===== config.mk =====
export PLATFORM = sky130hd
export DESIGN_NAME = url_percent_decoder
export DESIGN_NICKNAME = d
export VERILOG_FILES = /design/src/rtl/upd_pkg.sv /design/src/rtl/url_percent_decoder.sv /design/src/rtl/upd_front.sv /design/src/rtl/upd_queue.sv /design/src/rtl/upd_back.sv
export SDC_FILE = /design/constraint.sdc
export NUM_CORES = 1
export LEC_CHECK = 0
export BUFFER_PORTS_ARGS = -buffer_cell sky130_fd_sc_hd__buf_2
export CORE_UTILIZATION = 45
export CTS_BUF_LIST = sky130_fd_sc_hd__clkbuf_8 sky130_fd_sc_hd__clkbuf_16
export DETAILED_ROUTE_END_ITERATION = 16
export GPL_TIMING_DRIVEN = 0
export PLACE_DENSITY_LB_ADDON = 0.3
export RECOVER_POWER = 50
export SLEW_MARGIN = 20
export SYNTH_ARGS = -nofsm -noshare
export SYNTH_HDL_FRONTEND = slang
export SYNTH_SLANG_ARGS = --single-unit

===== constraint.sdc =====
create_clock -name clk -period 4.1 [get_ports clk]
set_input_delay 0.615 -clock clk [delete_from_list [all_inputs] [get_ports clk]]
set_output_delay 0.615 -clock clk [all_outputs]
set_load 0.01 [all_outputs]

===== src/rtl/upd_pkg.sv =====
// ----------------------------------------------------------------------------
// upd_pkg
// Shared types, constants and helpers for the URL percent decoder.
// ----------------------------------------------------------------------------
package upd_pkg;

    // Character constants
    localparam logic [7:0] PCT_CHAR  = 8'h25;
    localparam int unsigned HEX_RADIX = 16;

    // Configuration defaults and register map
    localparam logic [15:0] CAP_RESET       = 16'd256;
    localparam logic        REG_OUT_CAPACITY = 1'b0;
    localparam int unsigned QUEUE_DEPTH     = 4;

    // One decoded request from the front: up to three data bytes, then maybe
    // the end marker.
    typedef struct packed {
        logic [1:0]      cnt;
        logic            last;
        logic [2:0][7:0] data;
    } req_t;

    function automatic logic is_hex(input logic [7:0] c);
        return (c >= 8'h30 && c <= 8'h39) || (c >= 8'h41 && c <= 8'h46) ||
               (c >= 8'h61 && c <= 8'h66);
    endfunction

    function automatic logic [3:0] hex_val(input logic [7:0] c);
        logic [7:0] v;
        v = 8'h00;
        if (c >= 8'h30 && c <= 8'h39)
        begin
            v = c - 8'h30;
        end
        else if (c >= 8'h41 && c <= 8'h46)
        begin
            v = c - 8'h41 + 8'd10;
        end
        else if (c >= 8'h61 && c <= 8'h66)
        begin
            v = c - 8'h61 + 8'd10;
        end
        return v[3:0];
    endfunction

endpackage


===== src/rtl/url_percent_decoder.sv =====
// ----------------------------------------------------------------------------
// url_percent_decoder
// Streaming URL percent decoder with a bounded output per string.
// ----------------------------------------------------------------------------
// The first result of an accepted byte is registered in the request queue,
// then in the output register; its further results follow one per cycle
// unless out_stall holds them. Throughput: one byte per cycle unless in_stall;
// dropped results take back-side steps too; a four-entry queue absorbs bursts.
// Reset: rst_n clears escape state, queue, counters and output valid at once;
// out_capacity returns to 256.
// ----------------------------------------------------------------------------
module url_percent_decoder import upd_pkg::*;
#(
    parameter int unsigned Q_DEPTH = QUEUE_DEPTH
)
(
    input  logic        clk,
    input  logic        rst_n,
    input  logic        psel,
    input  logic        penable,
    input  logic        pwrite,
    input  logic [2:0]  paddr,
    input  logic [31:0] pwdata,
    output logic [31:0] prdata,
    output logic        pready,
    input  logic        in_valid,
    output logic        in_stall,
    input  logic [7:0]  src_byte,
    output logic        out_valid,
    input  logic        out_stall,
    output logic [7:0]  out_byte,
    output logic        out_end
);

    logic [15:0] cap_reg;
    logic        q_push, q_pop, q_full, q_nonempty;
    req_t        q_req, q_head;

    // Configuration register
    assign pready = 1'b1;
    assign prdata = (paddr[2] == REG_OUT_CAPACITY) ? {16'h0000, cap_reg} : 32'h0;

    always_ff @(posedge clk or negedge rst_n)
    begin
        if (!rst_n)
        begin
            cap_reg <= CAP_RESET;
        end
        else if (psel && penable && pwrite && pready && paddr[2] == REG_OUT_CAPACITY)
        begin
            cap_reg <= pwdata[15:0];
        end
    end

    // Front: accept and classify
    upd_front u_front (
        .clk      (clk),
        .rst_n    (rst_n),
        .in_valid (in_valid),
        .in_stall (in_stall),
        .src_byte (src_byte),
        .q_full   (q_full),
        .q_push   (q_push),
        .q_req    (q_req)
    );

    // Request queue
    upd_queue #(
        .DEPTH (Q_DEPTH)
    ) u_queue (
        .clk      (clk),
        .rst_n    (rst_n),
        .push     (q_push),
        .push_req (q_req),
        .pop      (q_pop),
        .full     (q_full),
        .nonempty (q_nonempty),
        .head     (q_head)
    );

    // Back: emit results
    upd_back u_back (
        .clk          (clk),
        .rst_n        (rst_n),
        .out_capacity (cap_reg),
        .q_nonempty   (q_nonempty),
        .q_head       (q_head),
        .q_pop        (q_pop),
        .out_valid    (out_valid),
        .out_stall    (out_stall),
        .out_byte     (out_byte),
        .out_end      (out_end)
    );

endmodule


===== src/rtl/upd_front.sv =====
// ----------------------------------------------------------------------------
// upd_front
// Accepts source bytes, tracks the escape state and turns each byte into a
// request of literal or decoded bytes plus an optional end marker.
// ----------------------------------------------------------------------------
module upd_front import upd_pkg::*;
(
    input  logic       clk,
    input  logic       rst_n,
    input  logic       in_valid,
    output logic       in_stall,
    input  logic [7:0] src_byte,
    input  logic       q_full,
    output logic       q_push,
    output req_t       q_req
);

    localparam logic [1:0] PEND_NONE = 2'd0;
    localparam logic [1:0] PEND_PCT  = 2'd1;
    localparam logic [1:0] PEND_HEX  = 2'd2;

    logic [1:0] pend_reg, pend_next;
    logic [7:0] held_reg, held_next;
    logic       accept;
    req_t       req;

    assign in_stall = q_full;
    assign accept   = in_valid && !q_full;

    // Classify the byte against the pending escape
    always_comb
    begin
        pend_next = pend_reg;
        held_next = held_reg;
        req       = '0;
        if (src_byte == 8'h00)
        begin
            req.last = 1'b1;
            req.data[0] = PCT_CHAR;
            req.data[1] = held_reg;
            if (pend_reg == PEND_PCT)
            begin
                req.cnt = 2'd1;
            end
            else if (pend_reg == PEND_HEX)
            begin
                req.cnt = 2'd2;
            end
            pend_next = PEND_NONE;
            held_next = 8'h00;
        end
        else
        begin
            unique case (pend_reg)
                PEND_PCT:
                begin
                    if (is_hex(src_byte))
                    begin
                        held_next = src_byte;
                        pend_next = PEND_HEX;
                    end
                    else
                    begin
                        req.data[0] = PCT_CHAR;
                        req.data[1] = src_byte;
                        if (src_byte == PCT_CHAR)
                        begin
                            req.cnt   = 2'd1;
                            pend_next = PEND_PCT;
                        end
                        else
                        begin
                            req.cnt   = 2'd2;
                            pend_next = PEND_NONE;
                        end
                    end
                end
                PEND_HEX:
                begin
                    held_next = 8'h00;
                    if (is_hex(src_byte))
                    begin
                        req.cnt     = 2'd1;
                        req.data[0] = {hex_val(held_reg), hex_val(src_byte)};
                        pend_next   = PEND_NONE;
                    end
                    else
                    begin
                        req.data[0] = PCT_CHAR;
                        req.data[1] = held_reg;
                        req.data[2] = src_byte;
                        if (src_byte == PCT_CHAR)
                        begin
                            req.cnt   = 2'd2;
                            pend_next = PEND_PCT;
                        end
                        else
                        begin
                            req.cnt   = 2'd3;
                            pend_next = PEND_NONE;
                        end
                    end
                end
                default:
                begin
                    if (src_byte == PCT_CHAR)
                    begin
                        pend_next = PEND_PCT;
                    end
                    else
                    begin
                        req.cnt     = 2'd1;
                        req.data[0] = src_byte;
                        pend_next   = PEND_NONE;
                    end
                end
            endcase
        end
    end

    // Push only requests that carry something
    assign q_push = accept && (req.cnt != 2'd0 || req.last);
    assign q_req  = req;

    // Advance escape state
    always_ff @(posedge clk or negedge rst_n)
    begin
        if (!rst_n)
        begin
            pend_reg <= PEND_NONE;
            held_reg <= 8'h00;
        end
        else if (accept)
        begin
            pend_reg <= pend_next;
            held_reg <= held_next;
        end
    end

`ifndef SYNTHESIS
    a_pend_legal: assert property (@(posedge clk) disable iff (!rst_n)
        pend_reg != 2'd3)
        else $error("front: illegal pending count");

    a_held_clear: assert property (@(posedge clk) disable iff (!rst_n)
        (pend_reg != PEND_HEX) |-> (held_reg == 8'h00))
        else $error("front: held digit not cleared");
`endif

endmodule


===== src/rtl/upd_queue.sv =====
// ----------------------------------------------------------------------------
// upd_queue
// Short request queue between front and back.
// ----------------------------------------------------------------------------
module upd_queue import upd_pkg::*;
#(
    parameter int unsigned DEPTH = QUEUE_DEPTH
)
(
    input  logic clk,
    input  logic rst_n,
    input  logic push,
    input  req_t push_req,
    input  logic pop,
    output logic full,
    output logic nonempty,
    output req_t head
);

    localparam int unsigned AW = (DEPTH > 1) ? $clog2(DEPTH) : 1;
    localparam int unsigned CW = $clog2(DEPTH + 1);

    req_t          mem_reg [DEPTH];
    logic [AW-1:0] wr_reg, rd_reg;
    logic [CW-1:0] count_reg;
    logic          do_push, do_pop;

    assign full     = (count_reg == CW'(DEPTH));
    assign nonempty = (count_reg != '0);
    assign head     = mem_reg[rd_reg];
    assign do_push  = push && !full;
    assign do_pop   = pop && nonempty;

    // Store entries
    always_ff @(posedge clk)
    begin
        if (do_push)
        begin
            mem_reg[wr_reg] <= push_req;
        end
    end

    // Advance pointers and count
    always_ff @(posedge clk or negedge rst_n)
    begin
        if (!rst_n)
        begin
            wr_reg    <= '0;
            rd_reg    <= '0;
            count_reg <= '0;
        end
        else
        begin
            if (do_push)
            begin
                wr_reg <= (wr_reg == AW'(DEPTH - 1)) ? '0 : wr_reg + 1'b1;
            end
            if (do_pop)
            begin
                rd_reg <= (rd_reg == AW'(DEPTH - 1)) ? '0 : rd_reg + 1'b1;
            end
            if (do_push && !do_pop)
            begin
                count_reg <= count_reg + 1'b1;
            end
            else if (do_pop && !do_push)
            begin
                count_reg <= count_reg - 1'b1;
            end
        end
    end

`ifndef SYNTHESIS
    a_count_bound: assert property (@(posedge clk) disable iff (!rst_n)
        count_reg <= CW'(DEPTH))
        else $error("queue: count overflow");
`endif

endmodule


===== src/rtl/upd_back.sv =====
// ----------------------------------------------------------------------------
// upd_back
// Walks each queued request one result per cycle while the output is not
// stalled, applies the capacity limit and drives the output register.
// ----------------------------------------------------------------------------
module upd_back import upd_pkg::*;
(
    input  logic        clk,
    input  logic        rst_n,
    input  logic [15:0] out_capacity,
    input  logic        q_nonempty,
    input  req_t        q_head,
    output logic        q_pop,
    output logic        out_valid,
    input  logic        out_stall,
    output logic [7:0]  out_byte,
    output logic        out_end
);

    logic [1:0]  idx_reg;
    logic [15:0] emitted_reg;
    logic        out_valid_reg;
    logic [7:0]  out_byte_reg;
    logic        out_end_reg;

    logic        step;
    logic        is_end;
    logic        room;
    logic        emit;
    logic [1:0]  last_idx;
    logic [7:0]  cur_byte;

    // Select the current element of the head request
    assign step     = q_nonempty && (!out_valid_reg || !out_stall);
    assign is_end   = q_head.last && (idx_reg == q_head.cnt);
    assign last_idx = q_head.last ? q_head.cnt : q_head.cnt - 2'd1;
    assign room     = (out_capacity != 16'd0) &&
                      (({1'b0, emitted_reg} + 17'd1) < {1'b0, out_capacity});
    assign emit     = is_end ? (out_capacity != 16'd0) : room;
    assign cur_byte = is_end ? 8'h00 : q_head.data[idx_reg];
    assign q_pop    = step && (idx_reg == last_idx);

    // Advance element index and emitted count
    always_ff @(posedge clk or negedge rst_n)
    begin
        if (!rst_n)
        begin
            idx_reg     <= 2'd0;
            emitted_reg <= 16'd0;
        end
        else if (step)
        begin
            idx_reg <= (idx_reg == last_idx) ? 2'd0 : idx_reg + 2'd1;
            if (is_end)
            begin
                emitted_reg <= 16'd0;
            end
            else if (room)
            begin
                emitted_reg <= emitted_reg + 16'd1;
            end
        end
    end

    // Hold or load the output register
    always_ff @(posedge clk or negedge rst_n)
    begin
        if (!rst_n)
        begin
            out_valid_reg <= 1'b0;
        end
        else if (!out_valid_reg || !out_stall)
        begin
            out_valid_reg <= step && emit;
        end
    end

    always_ff @(posedge clk)
    begin
        if (step && emit)
        begin
            out_byte_reg <= cur_byte;
            out_end_reg  <= is_end;
        end
    end

    assign out_valid = out_valid_reg;
    assign out_byte  = out_byte_reg;
    assign out_end   = out_end_reg;

`ifndef SYNTHESIS
    a_end_zero: assert property (@(posedge clk) disable iff (!rst_n)
        (out_valid_reg && out_end_reg) |-> (out_byte_reg == 8'h00))
        else $error("back: end result carries data");

    a_idx_bound: assert property (@(posedge clk) disable iff (!rst_n)
        q_nonempty |-> (idx_reg <= last_idx))
        else $error("back: element index past request");
`endif

endmodule

Yosys cells after proc, flatten, opt, wreduce, memory -nomap -nowiden
Memory sizes are Yosys's and may differ from the RTL's.
Cells that the tools add are included.
{"block": "totals", "reg_bits": 61, "latch_bits": 0, "ram_bits": 108, "romBits": 0, "inputBits": 50, "output_inout_bits": 44, "word_cells": 139, "memories": 1}
{"block": "op_classes", "n_addsub": 18, "multipliers": 0, "div": 0, "order_cmp": 14, "n_eq_ne": 9, "shifts": 0, "n_mux": 47, "bitwise_logic": 1, "reduce_logical": 38}
{"memory": "u_queue.mem_reg", "depth": 4, "width": 27, "rd": 1, "rd_ports_with_merged_regs": 0, "write_ports": 1, "line": "upd_queue.sv:23", "text": "req_t mem_reg [DEPTH];"}
{"cell": "$mux W16", "n": 6}
{"cell": "$mux W8", "n": 7}
{"cell": "$pmux W8 S2", "n": 3}
{"cell": "$ge A8 B7 Y1 const B", "n": 4}
{"cell": "$le A8 B7 Y1 const B", "n": 4}
{"cell": "$mux W2", "n": 13}
{"cell": "$mux W4", "n": 6}
{"cell": "$sub A4 B1 Y4 const B", "n": 6}
{"cell": "$logic_and A1 B1 Y1", "n": 20}
{"cell": "$add A16 B1 Y17 const B", "n": 1}
{"cell": "$lt A17 B16 Y1", "n": 1}
{"cell": "$add A16 B1 Y16 const B", "n": 1}
{"cell": "$add A4 B4 Y4 const B", "n": 4}
{"cell": "$bmux W8 S2", "n": 1}
{"cell": "$ge A8 B6 Y1 const B", "n": 2}
{"cell": "$le A8 B6 Y1 const B", "n": 2}
{"cell": "$reduce_bool A16 Y1", "n": 1}
{"cell": "$eq A8 B6 Y1 const B", "n": 1}
{"cell": "$logic_not A8 Y1", "n": 1}
{"cell": "$pmux W2 S2", "n": 2}
{"cell": "$mux W1", "n": 7}
{"cell": "$add A2 B1 Y2 const B", "n": 3}
{"cell": "$eq A2 B2 Y1 const B", "n": 3}
{"cell": "$mux W3", "n": 2}
{"cell": "other kinds (15)", "n": 26}

Logic depth before layout (Yosys ltp)
Gate-level depths: netlist of run 1.
{"block": "logic_depth", "ltp_word": 15, "mapped_depth": 15, "depth_no_buf": 14}

Hierarchy
Synthesis of run 1 repeated with hierarchy kept, for this count alone.
{"block": "hier_totals", "hier_cells": 670, "area_unflattened_um2": 8757.1}
{"module": "upd_queue", "instances": 1, "cells_each": 178, "area_per_inst_um2": 4364.2, "seq_area_each_um2": 3418.3}
{"module": "upd_back", "instances": 1, "cells_each": 269, "area_per_inst_um2": 2282.2, "seq_area_each_um2": 745.7}
{"module": "upd_front", "instances": 1, "cells_each": 153, "area_per_inst_um2": 1209.9, "seq_area_each_um2": 250.2}
{"module": "url_percent_decoder", "instances": 1, "cells_each": 70, "area_per_inst_um2": 900.9, "seq_area_each_um2": 401.6}

Worst setup path before layout of run 1
No wires, ideal clock.
{"block": "synth_path", "path_type": "flip-flop to flip-flop", "start": "register u_back.emitted_reg[0]", "end": "register u_back.out_byte_reg[0] (netlist: u_back.out_byte[0]) (enable)", "setup_ns": 0.374, "arrival_time_ns": 2.940, "required_time_ns": 3.726, "setup_slack_ns": 0.785, "path_stages_with_launch": 14, "n_path_buf": 1, "period_less_slack_ns": 3.315, "path_cell_list": "dfrtp_1 ha_1 and4_1 nand3_1 nor2_1 xor2_1 ha_1 a21o_1 a21oi_1 o211a_1 o31ai_1 buf_4 o21a_1 nor2_1"}
{"block": "synth_between", "elab_chain_cells": 5}
{"element": "start: declaration", "line": "upd_back.sv:21", "text": "logic [15:0] emitted_reg;"}
{"element": "start signal: assignment", "line": "upd_back.sv:60", "text": "emitted_reg <= emitted_reg + 16'd1;"}
{"element": "$add A16 B1 Y17", "line": "upd_back.sv:38", "text": "(({1'b0, emitted_reg} + 17'd1) < {1'b0, out_capacity});"}
{"element": "$lt A17 B16 Y1", "line": "upd_back.sv:38"}
{"element": "$logic_and A1 B1 Y1", "line": "upd_back.sv:37", "text": "assign room = (out_capacity != 16'd0) &&"}
{"element": "$mux W1", "line": "upd_back.sv:39", "text": "assign emit = is_end ? (out_capacity != 16'd0) : room;"}
{"element": "$logic_and A1 B1 Y1", "line": "upd_back.sv:80", "text": "if (step && emit)"}
{"element": "end signal: assignment", "line": "upd_back.sv:82", "text": "out_byte_reg <= cur_byte;"}
{"element": "end: declaration", "line": "upd_back.sv:23", "text": "logic [7:0] out_byte_reg;"}
Every way passes these cells.
A chain may end at the register's enable or synchronous reset.

Final worst setup path of run 1
{"block": "layout_path", "start": "register u_back.emitted_reg[0]", "end": "register u_back.out_byte_reg[7] (netlist: u_back.out_byte[7]) (enable)"}
The elaborated chain is that of the path after synthesis.

==> results of run 1 <==
critical path, stage by stage (launching register included):
cell and delay, ns:
dfrtp_1 0.45, ha_1 0.26, and4_1 0.31, nand3_1 0.27, xnor2_1 0.22, ha_1 0.32, a21oi_1 0.13, o21ai_0 0.14
a211oi_1 0.31, o31ai_1 0.22, buf_4 0.23, o21a_1 0.18, nor2_2 0.43
area by class of cell:
class | instances | area (sq um)
fillers | 1596 | 8964
flip-flops and latches | 169 | 4816
multi-input cells | 399 | 3356
clock buffers | 18 | 439.2
well taps | 234 | 292.8
plain buffers | 48 | 266.5
repair buffers | 57 | 251.5
clock inverters | 14 | 160.2
inverters | 41 | 160.2
metal layers:
layer  routed length (um)  vias to the layer above  track usage
met5                    0                        -            0
met4                  248                        0      0.06883
met3                  873                       30      0.04103
met2                 8999                      191       0.3274
met1                 7682                     2682       0.2374
li1                     -                     2555            -
power by group:
| group | internal (mW) | total (mW) | switching [mW] |
|---|---|---|---|
| clock | 0.882 | 1.61 | 0.727 |
| sequential | 2.30 | 2.52 | 0.222 |
| combinational | 1.01 | 2.25 | 1.24 |
cells in the final DEF (no fill, tap or decap), drive strengths merged, types with 3 or more instances in the layout:
master / n
edfxtp: 117
clkbuf: 63
buf: 60
dfrtp: 51
inv: 48
nor2: 40
ha: 31
mux2: 28
mux4: 27
nand2: 26
a21oi: 22
and2: 19
a22o: 17
conb: 17
xnor2: 15
nand3: 14
o21ai: 11
mux2i: 10
nor2b: 10
o22ai: 9
o211ai: 9
xor2: 6
and3: 6
o31ai: 6
nand4: 6
nand2b: 5
a31oi: 5
nor4: 5
or3: 5
nor3b: 4
nor3: 4
clkinvlp: 4
and4: 3
stage by stage:
step	instances	util
2_1_floorplan	657	-
3_3_place_gp	948	0.4922
3_5_place_dp	948	0.4926
4_1_cts	980	0.5248
5_1_grt	980	0.5208
6_report	980	0.5208
cells by family (layout without fill, tap and decap cells):
kind of cell / after synthesis / in the layout / share of synthesized area
buffers and inverters: 89 / 178 / 0.05094
adder cells (fa/ha/maj): 32 / 32 / 0.04758
AND/OR/NAND/NOR: 159 / 159 / 0.1041
XOR/XNOR: 21 / 21 / 0.02452
other: 2 / 17 / 0.0008760
flip-flops: 169 / 169 / 0.5617
AO/OA/AOI/OAI: 105 / 105 / 0.08917
multiplexers: 65 / 65 / 0.1211
worst min-delay path by stage:
| stage | end | slack (ns) |
|---|---|---|
| after detailed placement | u_back.out_valid$_DFFE_PN0N_ | 0.52 |
| after global routing | cap_reg[7]$_DFFE_PN0P_ | 0.40 |
| final | cap_reg[7]$_DFFE_PN0P_ | 0.42 |
| after floorplan | cap_reg[0]$_DFFE_PN0P_ | 0.32 |
| after CTS | u_front.held_reg[4]$_DFFE_PN0P_ | 0.27 |
| after global placement | u_queue.count_reg[2]$_DFFE_PN0P_ | 0.49 |
==> flow_metrics.py, run 1 <==
metrics = {
    "logic_synthesis": {
        "ys_async_sr_fraction": 0.3077,
        "yosys.area.top_type": "edfxtp_1",
        "synth_top_area_frac": 0.4098,
        "synth-warning-count": 0,
        "synth.area.top_cells": "edfxtp_1 41%, dfrtp_1 15%, mux4_2 6.0%, ha_1 4.5%, mux2_2 3.7%",
        "dominantRegCellSynth": "edfxtp_1",
        "synth_most_common_cell": "edfxtp_1",
        "ys_types": 80,
        "synth_area_sq_um": 8573,
        "syn-mean-instance-area_sq_um": 13.35,
        "seq_area_frac_synth": 0.5617,
        "synth.ff_latch_count": 169,
        "synth-edff-count": 117,
        "syn-instance-count": 642,
        "synth.cells.most_frequent": "117 x edfxtp_1, 51 x dfrtp_1, 39 x inv_1, 39 x nor2_1, 31 x ha_1",
    },
    "setup_path": {
        "cp-end-kind": "flop",
        "cp_data_required_time_ns": 4.16,
        "crit_type": "flop to flop",
        "crit_end": "u_back.out_byte[7]$_SDFFCE_PP0P_",
        "r2r_setup_slack_ns": 0.27,
        "r2r_start": "u_back.emitted_reg[0]$_DFFE_PN0P_",
        "arrival_ns": 3.89,
        "critPathLaunch": "u_back.emitted_reg[0]$_DFFE_PN0P_",
        "path_max_fanout": 10,
        "worst_r2r_endpoint": "u_back.out_byte[7]$_SDFFCE_PP0P_",
        "reg2reg_depth": 12,
        "cp-start-kind": "flop",
    },
    "finish": {
        "final_nets": 815,
        "largest_reg_flops": 108,
        "drive_above_1_share": 0.2131,
        "fin_area_sq_um": 9742,
        "antenna_cells": 0,
        "syn2layout_area_growth_pct": 13.63,
    },
    "clock_tree": {
        "clk_pin_slew_ns": 0.07,
        "cts_sinks": 169,
        "htree_num_levels": 4,
        "cts.hold.buffers_added": 0,
        "cts_tree": "done",
        "cts_buffer_depth": 2,
        "cts_root_buf": "clkbuf_16",
        "numCtsBuffers": 17,
        "cts_post_setup_buffers_inserted": 0,
        "clock_latency_ns": 0.43,
        "cts_resized": 1,
    },
    "die": {
        "rows": 50,
        "core-area_sq_um": 18710,
        "die_h_um": 140.0,
        "die_area_sq_um": 19610,
        "die_w_um": 140.0,
        "initial_core_util": 0.4583,
        "io_pins": 94,
    },
    "global_route": {
        "overflow": 0,
        "grt_pass1_wl_mm": 28.59,
        "antenna_found_initial": 0,
        "grt_pass1_vias": 5517,
        "grt_max_degree": 53,
        "grt.total_usage": 0.1906,
    },
    "run": {
        "drv_cap": 1,
    },
    "sta": {
        "min_period_ns": 3.831,
        "finalCritPeriodShare": 0.9343,
        "final.setup.tns_ns": 0,
        "fin_ws_ns": 0.2695,
        "finalClockSkew_ns": 0.009599,
        "final-setup-viol-count": 0,
        "relSlewSlack": -1.046,
        "rsz0062_at_grt": "no",
        "final_hold_viol_count": 0,
        "slew_viol_final": 53,
        "worstMarginPinSlew_ns": 3.070,
        "fmax_ghz": 0.2611,
        "whs_ns": 0.4227,
    },
    "place": {
        "placement.io_buffers": 57,
        "gp_congestion": 0.9094,
        "preCtsSetupSlack_ns": 0.008991,
        "place_hpwl_mm": 12.71,
        "placed_cell_area_sq_um": 9215,
    },
    "route": {
        "drcViolationCount": 0,
        "detail-route-antenna-nets": 0,
        "drt-total-wl_mm": 17.80,
        "wl_per_cell_um": 18.17,
        "num_vias": 5458,
        "drt_iter0_drc": 354,
        "first_pass_iters": 7,
        "viasPerCell": 5.569,
    },
    "worst_hold_path": {
        "holdCritStartpoint": "pwdata[7]",
        "hold_depth": 2,
        "holdCritPathClass": "input pin to flop",
    },
    "pwr": {
        "total_power_mw": 6.379,
        "leakage_nw": 3.782,
        "vdd_drop_max_v": 0.0003321,
        "p_per_area_nw_per_um2": 654.8,
    },
    "status": {
        "violations": "max-capacitance violations, max-slew violations",
        "status": "finished with violations",
    },
}
Power figures use the tool's default switching activity.
==> run 2, diff against run 1 <==
--- a/config.mk
+++ b/config.mk
@@ -12,6 +12,8 @@
 export GPL_TIMING_DRIVEN = 0
 export PLACE_DENSITY_LB_ADDON = 0.3
 export RECOVER_POWER = 50
+export REMOVE_ABC_BUFFERS = 1
+export SETUP_SLACK_MARGIN = 0.3
 export SLEW_MARGIN = 20
 export SYNTH_ARGS = -nofsm -noshare
 export SYNTH_HDL_FRONTEND = slang
==> flow_metrics.py, run 2 (synthesis gave the netlist of run 1 again) <==
metrics = {
    "status": {
        "status": "finished with violations",
        "violations": "max-capacitance violations, max-slew violations",
    },
    "finish": {
        "largest_reg_flops": 108,
        "drive_above_1_share": 0.2020,
        "final_common_cell": "edfxtp_1",
        "final_nets": 772,
        "instances_no_fill": 937,
        "syn2layout_area_growth_pct": 11.63,
        "antenna_cells": 0,
        "final_cell_mix": "117 x edfxtp_1, 50 x dfrtp_1, 39 x inv_1",
    },
    "sta": {
        "worstMarginPinSlew_ns": 2.928,
        "min_period_ns": 3.576,
        "finalClockSkew_ns": 0.007952,
        "whs_ns": 0.4307,
        "rsz0062_at_grt": "no",
        "fmax_ghz": 0.2797,
        "relSlewSlack": -0.9517,
        "slew_viol_final": 53,
        "final-setup-viol-count": 0,
        "fin_ws_ns": 0.5242,
        "final_hold_viol_count": 0,
        "finalCritPeriodShare": 0.8722,
    },
    "pwr": {
        "leakage_nw": 3.665,
        "vdd_drop_max_v": 0.0002985,
        "combPwrFrac": 0.326,
        "total_power_mw": 6.359,
        "internal-power_mw": 4.168,
        "p_sw_mw": 2.192,
        "switching_share": 0.3446,
        "p_seq_frac": 0.422,
        "clkPwrFrac": 0.252,
        "p_per_area_nw_per_um2": 664.5,
    },
    "die": {
        "die_area_sq_um": 19610,
        "core-area_sq_um": 18710,
        "die_h_um": 140.0,
        "io_pins": 94,
        "rows": 50,
        "initial_core_util": 0.4583,
        "die_w_um": 140.0,
    },
    "setup_path": {
        "reg2reg_depth": 12,
        "path_max_fanout": 9,
        "cp-start-kind": "flop",
        "cp_data_required_time_ns": 4.46,
        "r2r_start": "u_back.emitted_reg[0]$_DFFE_PN0P_",
        "cp-end-kind": "flop",
        "arrival_ns": 3.94,
        "r2r_setup_slack_ns": 0.52,
        "worst_r2r_endpoint": "u_back.emitted_reg[0]$_DFFE_PN0P_",
        "crit_type": "flop to flop",
    },
    "route": {
        "num_vias": 5266,
        "drt-total-wl_mm": 17.19,
        "viasPerCell": 5.620,
        "detail-route-antenna-nets": 0,
        "drt_iter0_drc": 266,
        "drcViolationCount": 0,
        "first_pass_iters": 4,
        "wl_per_cell_um": 18.35,
    },
    "place": {
        "dp_cells": 905,
        "preCtsSetupSlack_ns": 0.2884,
        "gp_congestion": 0.8825,
        "placement.io_buffers": 58,
        "place_hpwl_mm": 11.87,
    },
    "global_route": {
        "grt.total_usage": 0.1854,
        "overflow": 0,
        "antenna_found_initial": 0,
        "grt_max_degree": 53,
        "grt_pass1_vias": 5309,
        "grt_pass1_wl_mm": 27.93,
    },
    "clock_tree": {
        "clk_pin_slew_ns": 0.07,
        "cts_root_buf": "clkbuf_16",
        "htree_num_levels": 4,
        "cts_sinks": 169,
        "cts_tree": "done",
        "clock_latency_ns": 0.42,
        "cts_buffer_depth": 2,
        "numCtsBuffers": 17,
        "cts.hold.buffers_added": 0,
    },
    "worst_hold_path": {
        "hold_depth": 2,
        "whs_endpoint": "cap_reg[14]$_DFFE_PN0P_",
        "holdCritPathClass": "input pin to flop",
        "holdCritStartpoint": "pwdata[14]",
    },
    "run": {
        "drv_cap": 1,
    },
}
==> run 2: cell count changes in the layout (fill, tap and decap cells not counted), sizes merged <==
cell | previous run | this run
buf | 60 | 33
clkinv | 2 | 5
clkbuf | 63 | 46
clkinvlp | 4 | 2
==> run 2: per-stage QoR <==
stage               setup TNS, ns    util  cell area (sq um)
floorplan                       0       -               8354
global placement           -7.626  0.4778               8937
detailed placement              0  0.4818               9012
CTS                             0  0.5142               9618
global route                    0  0.5116               9570
finish                          0  0.5116               9570
==> run 2: how the worst max path moves through the flow <==
stage / startpoint / end / slack, ns / depth (start not counted)
final: u_back.emitted_reg[0]$_DFFE_PN0P_ / u_back.emitted_reg[0]$_DFFE_PN0P_ / 0.52 / 12
after global placement: u_back.emitted_reg[0]$_DFFE_PN0P_ / u_back.out_byte[6]$_SDFFCE_PP0P_ / -0.23 / 11
after detailed placement: src_byte[0] / u_queue.count_reg[2]$_DFFE_PN0P_ / 0.29 / 14
after global routing: u_queue.rd_reg[0]$_DFFE_PN0P_ / u_queue.count_reg[2]$_DFFE_PN0P_ / 0.28 / 11
after floorplan: u_queue.rd_reg[0]$_DFFE_PN0P_ / u_queue.count_reg[2]$_DFFE_PN0P_ / 0.42 / 11
after CTS: u_back.emitted_reg[0]$_DFFE_PN0P_ / u_back.out_byte[2]$_SDFFCE_PP0P_ / 0.52 / 12
==> run 2: metal layers <==
metal	track usage	up-vias	routed length, um
met3	0.03385	15	639
met2	0.3247	143	8689
met5	0	-	0
met1	0.2350	2630	7652
li1	-	2478	-
met4	0.05263	0	211
==> run 2: worst max-delay path, cell delays in order (launching register included) <==
cell and delay (ns):
dfrtp_1 0.48, ha_1 0.28, and4_1 0.32, nand3_1 0.27, xnor2_1 0.22, ha_1 0.32
nand2_1 0.05, o21ai_0 0.23, a41oi_1 0.09, o31ai_2 0.45, buf_4 0.27, a21o_1 0.32
mux2_2 0.21
==> run 2: power groups by stage <==
| stage | combinational (mW) | clock (mW) | sequential [mW] |
|---|---|---|---|
| finish | 2.07 | 1.60 | 2.68 |
| global route | 2.29 | 1.70 | 2.74 |
| CTS | 2.12 | 1.64 | 2.69 |
| detailed placement | 2.10 | 0 | 2.72 |
| global placement | 1.93 | 0 | 2.75 |
| floorplan | 1.50 | 0 | 2.65 |
==> run 2: cell type report <==
cell class	count	area, sq um
sequential	169	4817
fill	1601	9135
multi-input combinational	399	3387
tap	234	292.8
clock buffer	17	425.4
inverter	41	161.4
clock inverter	15	177.7
timing repair buffer	62	309.0
==> run 2: repair_timing <==
action	in CTS	in global routing
gates resized for setup	1	0
setup endpoints to repair	9	0
buffers inserted	0	0
==> run 3, diff against run 2 <==
--- a/config.mk
+++ b/config.mk
@@ -5,10 +5,11 @@
 export SDC_FILE = /design/constraint.sdc
 export NUM_CORES = 1
 export LEC_CHECK = 0
-export BUFFER_PORTS_ARGS = -buffer_cell sky130_fd_sc_hd__buf_2
+export CORE_MARGIN = 2
 export CORE_UTILIZATION = 45
 export CTS_BUF_LIST = sky130_fd_sc_hd__clkbuf_8 sky130_fd_sc_hd__clkbuf_16
 export DETAILED_ROUTE_END_ITERATION = 16
+export DONT_BUFFER_PORTS = 1
 export GPL_TIMING_DRIVEN = 0
 export PLACE_DENSITY_LB_ADDON = 0.3
 export RECOVER_POWER = 50
==> flow_metrics.py, run 3 (synthesis gave the netlist of run 1 again) <==
metrics = {
    "status": {
        "status": "finished with violations",
        "violations": "max-capacitance violations, max-slew violations",
    },
    "setup_path": {
        "r2r_start": "u_queue.rd_reg[1]$_DFFE_PN0P_",
        "critPathLaunch": "src_byte[0]",
        "path_max_fanout": 13,
        "crit_type": "input pin to flop",
        "crit_chain": "inv_1 -> ha_1 -> or4b_1 -> or2_0 -> clkinvlp_2 -> nor2_4 -> o211ai_2 -> a21boi_2 -> ha_1 -> inv_1 -> fa_1 -> xor2_1 -> nor2_1 -> xor2_1",
        "cp-start-kind": "input pin",
        "cp_data_required_time_ns": 4.45,
        "slowest_delay_ns": 0.56,
        "cp-end-kind": "flop",
        "arrival_ns": 4.08,
        "worst_path_max_delay_cell": "clkinvlp_2",
    },
    "finish": {
        "nFillCells": 1601,
        "syn2layout_area_growth_pct": 8.158,
        "final_cell_mix": "117 x edfxtp_1, 50 x dfrtp_1, 42 x inv_1",
        "fin_area_sq_um": 9273,
        "drive_above_1_share": 0.1654,
        "largest_reg_flops": 108,
        "final_common_cell": "edfxtp_1",
        "final_nets": 716,
    },
    "clock_tree": {
        "clock_latency_ns": 0.43,
        "cts_post_setup_buffers_inserted": 0,
        "cts_buffer_depth": 2,
        "cts_sinks": 169,
        "cts_root_buf": "clkbuf_16",
        "cts_tree": "done",
        "clk_pin_slew_ns": 0.06,
        "numCtsBuffers": 17,
        "htree_num_levels": 4,
    },
    "global_route": {
        "antenna_found_initial": 1,
        "grt_pass1_wl_mm": 27.18,
        "grt_max_degree": 52,
        "grt.total_usage": 0.1782,
        "grt_pass1_vias": 5097,
        "overflow": 0,
    },
    "pwr": {
        "p_seq_frac": 0.440,
        "combPwrFrac": 0.325,
        "leakage_nw": 3.488,
        "internal-power_mw": 4.043,
        "vdd_drop_max_v": 0.0003248,
        "switching_share": 0.3433,
        "clkPwrFrac": 0.235,
        "p_per_area_nw_per_um2": 663.9,
        "p_sw_mw": 2.113,
    },
    "place": {
        "place_hpwl_mm": 12.00,
        "placed_cell_area_sq_um": 8755,
        "placement.io_buffers": 0,
        "gp_congestion": 0.7967,
        "preCtsSetupSlack_ns": 0.06574,
    },
    "sta": {
        "final-setup-viol-count": 0,
        "rsz0062_at_grt": "no",
        "final.setup.tns_ns": 0,
        "finalCritPeriodShare": 0.9086,
        "min_period_ns": 3.725,
        "fmax_ghz": 0.2684,
        "slew_viol_final": 52,
        "worstMarginPinSlew_ns": 3.072,
        "finalClockSkew_ns": 0.007290,
        "fin_ws_ns": 0.3747,
        "final_hold_viol_count": 0,
        "relSlewSlack": -1.048,
    },
    "route": {
        "drt_iter0_drc": 355,
        "detail-route-antenna-nets": 0,
        "drt-total-wl_mm": 17.30,
        "viasPerCell": 5.757,
        "drcViolationCount": 0,
        "first_pass_iters": 5,
        "wl_per_cell_um": 19.61,
        "num_vias": 5078,
    },
    "die": {
        "die_w_um": 142.0,
        "initial_core_util": 0.4583,
        "core-area_sq_um": 18710,
        "rows": 50,
        "io_pins": 94,
        "die_h_um": 142.0,
        "die_area_sq_um": 20170,
    },
    "worst_hold_path": {
        "holdCritPathClass": "input pin to async pin",
    },
    "run": {
        "drv_cap": 1,
    },
}
[run 3: changes by cell type in the layout (fill, tap and decap cells not counted), moves of 2 or more]
cell / previous run / this run
inv_1: 39 / 42
buf_16: 0 / 2
buf_2: 29 / 0
inv_6: 3 / 5
clkinv_8: 2 / 0
clkinvlp_4: 2 / 4
clkbuf_1: 29 / 1
inv_8: 5 / 0
[run 3: path summary, 6_finish.rpt]
kind,to,slack (ns),depth (start not counted)
max,u_queue.count_reg[2]$_DFFE_PN0P_,0.37,14
min,cap_reg[8]$_DFFE_PN1P_,0.04,0
max reg2reg,u_queue.count_reg[2]$_DFFE_PN0P_,0.40,11
min reg2reg,u_queue.count_reg[2]$_DFFE_PN0P_,0.53,1
max in group asynchronous,u_queue.rd_reg[0]$_DFFE_PN0P_,0.94,1
min in group clk,u_front.held_reg[0]$_DFFE_PN0P_,0.32,1
[run 3: area by class of cell]
| type | instances | area [sq um] | share of cell area |
|---|---|---|---|
| inverters | 41 | 160.2 | 0.01727 |
| multi-input cells | 399 | 3378 | 0.3643 |
| clock buffers | 17 | 425.4 | 0.04588 |
| repair buffers | 6 | 93.84 | 0.01012 |
| clock inverters | 15 | 102.6 | 0.01106 |
| flip-flops and latches | 169 | 4817 | 0.5195 |
| well taps | 234 | 292.8 | 0.03157 |
| diodes | 1 | 2.502 | 0.0002699 |
[run 3: what timing repair did]
item,in CTS,in global routing
hold buffers,1,0
endpoints found under the setup margin,9,14
gates resized for setup,1,2
endpoints found under the hold margin,51,0
[run 3: critical path: cells and delay by family]
kind / cells / cell delay, ns
and+or+nand+nor: 4 / 1.06
AOI/OAI and AO/OA: 2 / 0.54
buffers and inverters: 3 / 0.69
xor gates and xnor gates: 2 / 0.30
adders and majority gates: 3 / 0.88
[run 3: layer usage]
layer	part of all wire	track usage	routed length [um]
met5	0	0	0
met4	0.015	0.05421	252
met3	0.049	0.04610	839
met2	0.50	0.3051	8565
met1	0.44	0.2232	7638
[run 3: through the flow]
stage,total power [mW],hold slack [ns],cells,util
finish,6.156,0.03530,882,0.4957
global route,6.526,0.01442,881,0.4956
CTS,6.226,0.01570,881,0.4979
detailed placement,4.767,0.3214,848,0.4680
global placement,4.596,0.3211,843,0.4623
floorplan,4.151,0.3194,609,-
[run 3: power groups by stage]
stage / Clock (mW) / Combinational [mW] / Sequential (mW)
finish: 1.44 / 2.00 / 2.71
detailed placement: 0 / 2.01 / 2.76
floorplan: 0 / 1.50 / 2.65
CTS: 1.47 / 2.04 / 2.72
global placement: 0 / 1.80 / 2.80
global route: 1.54 / 2.22 / 2.76
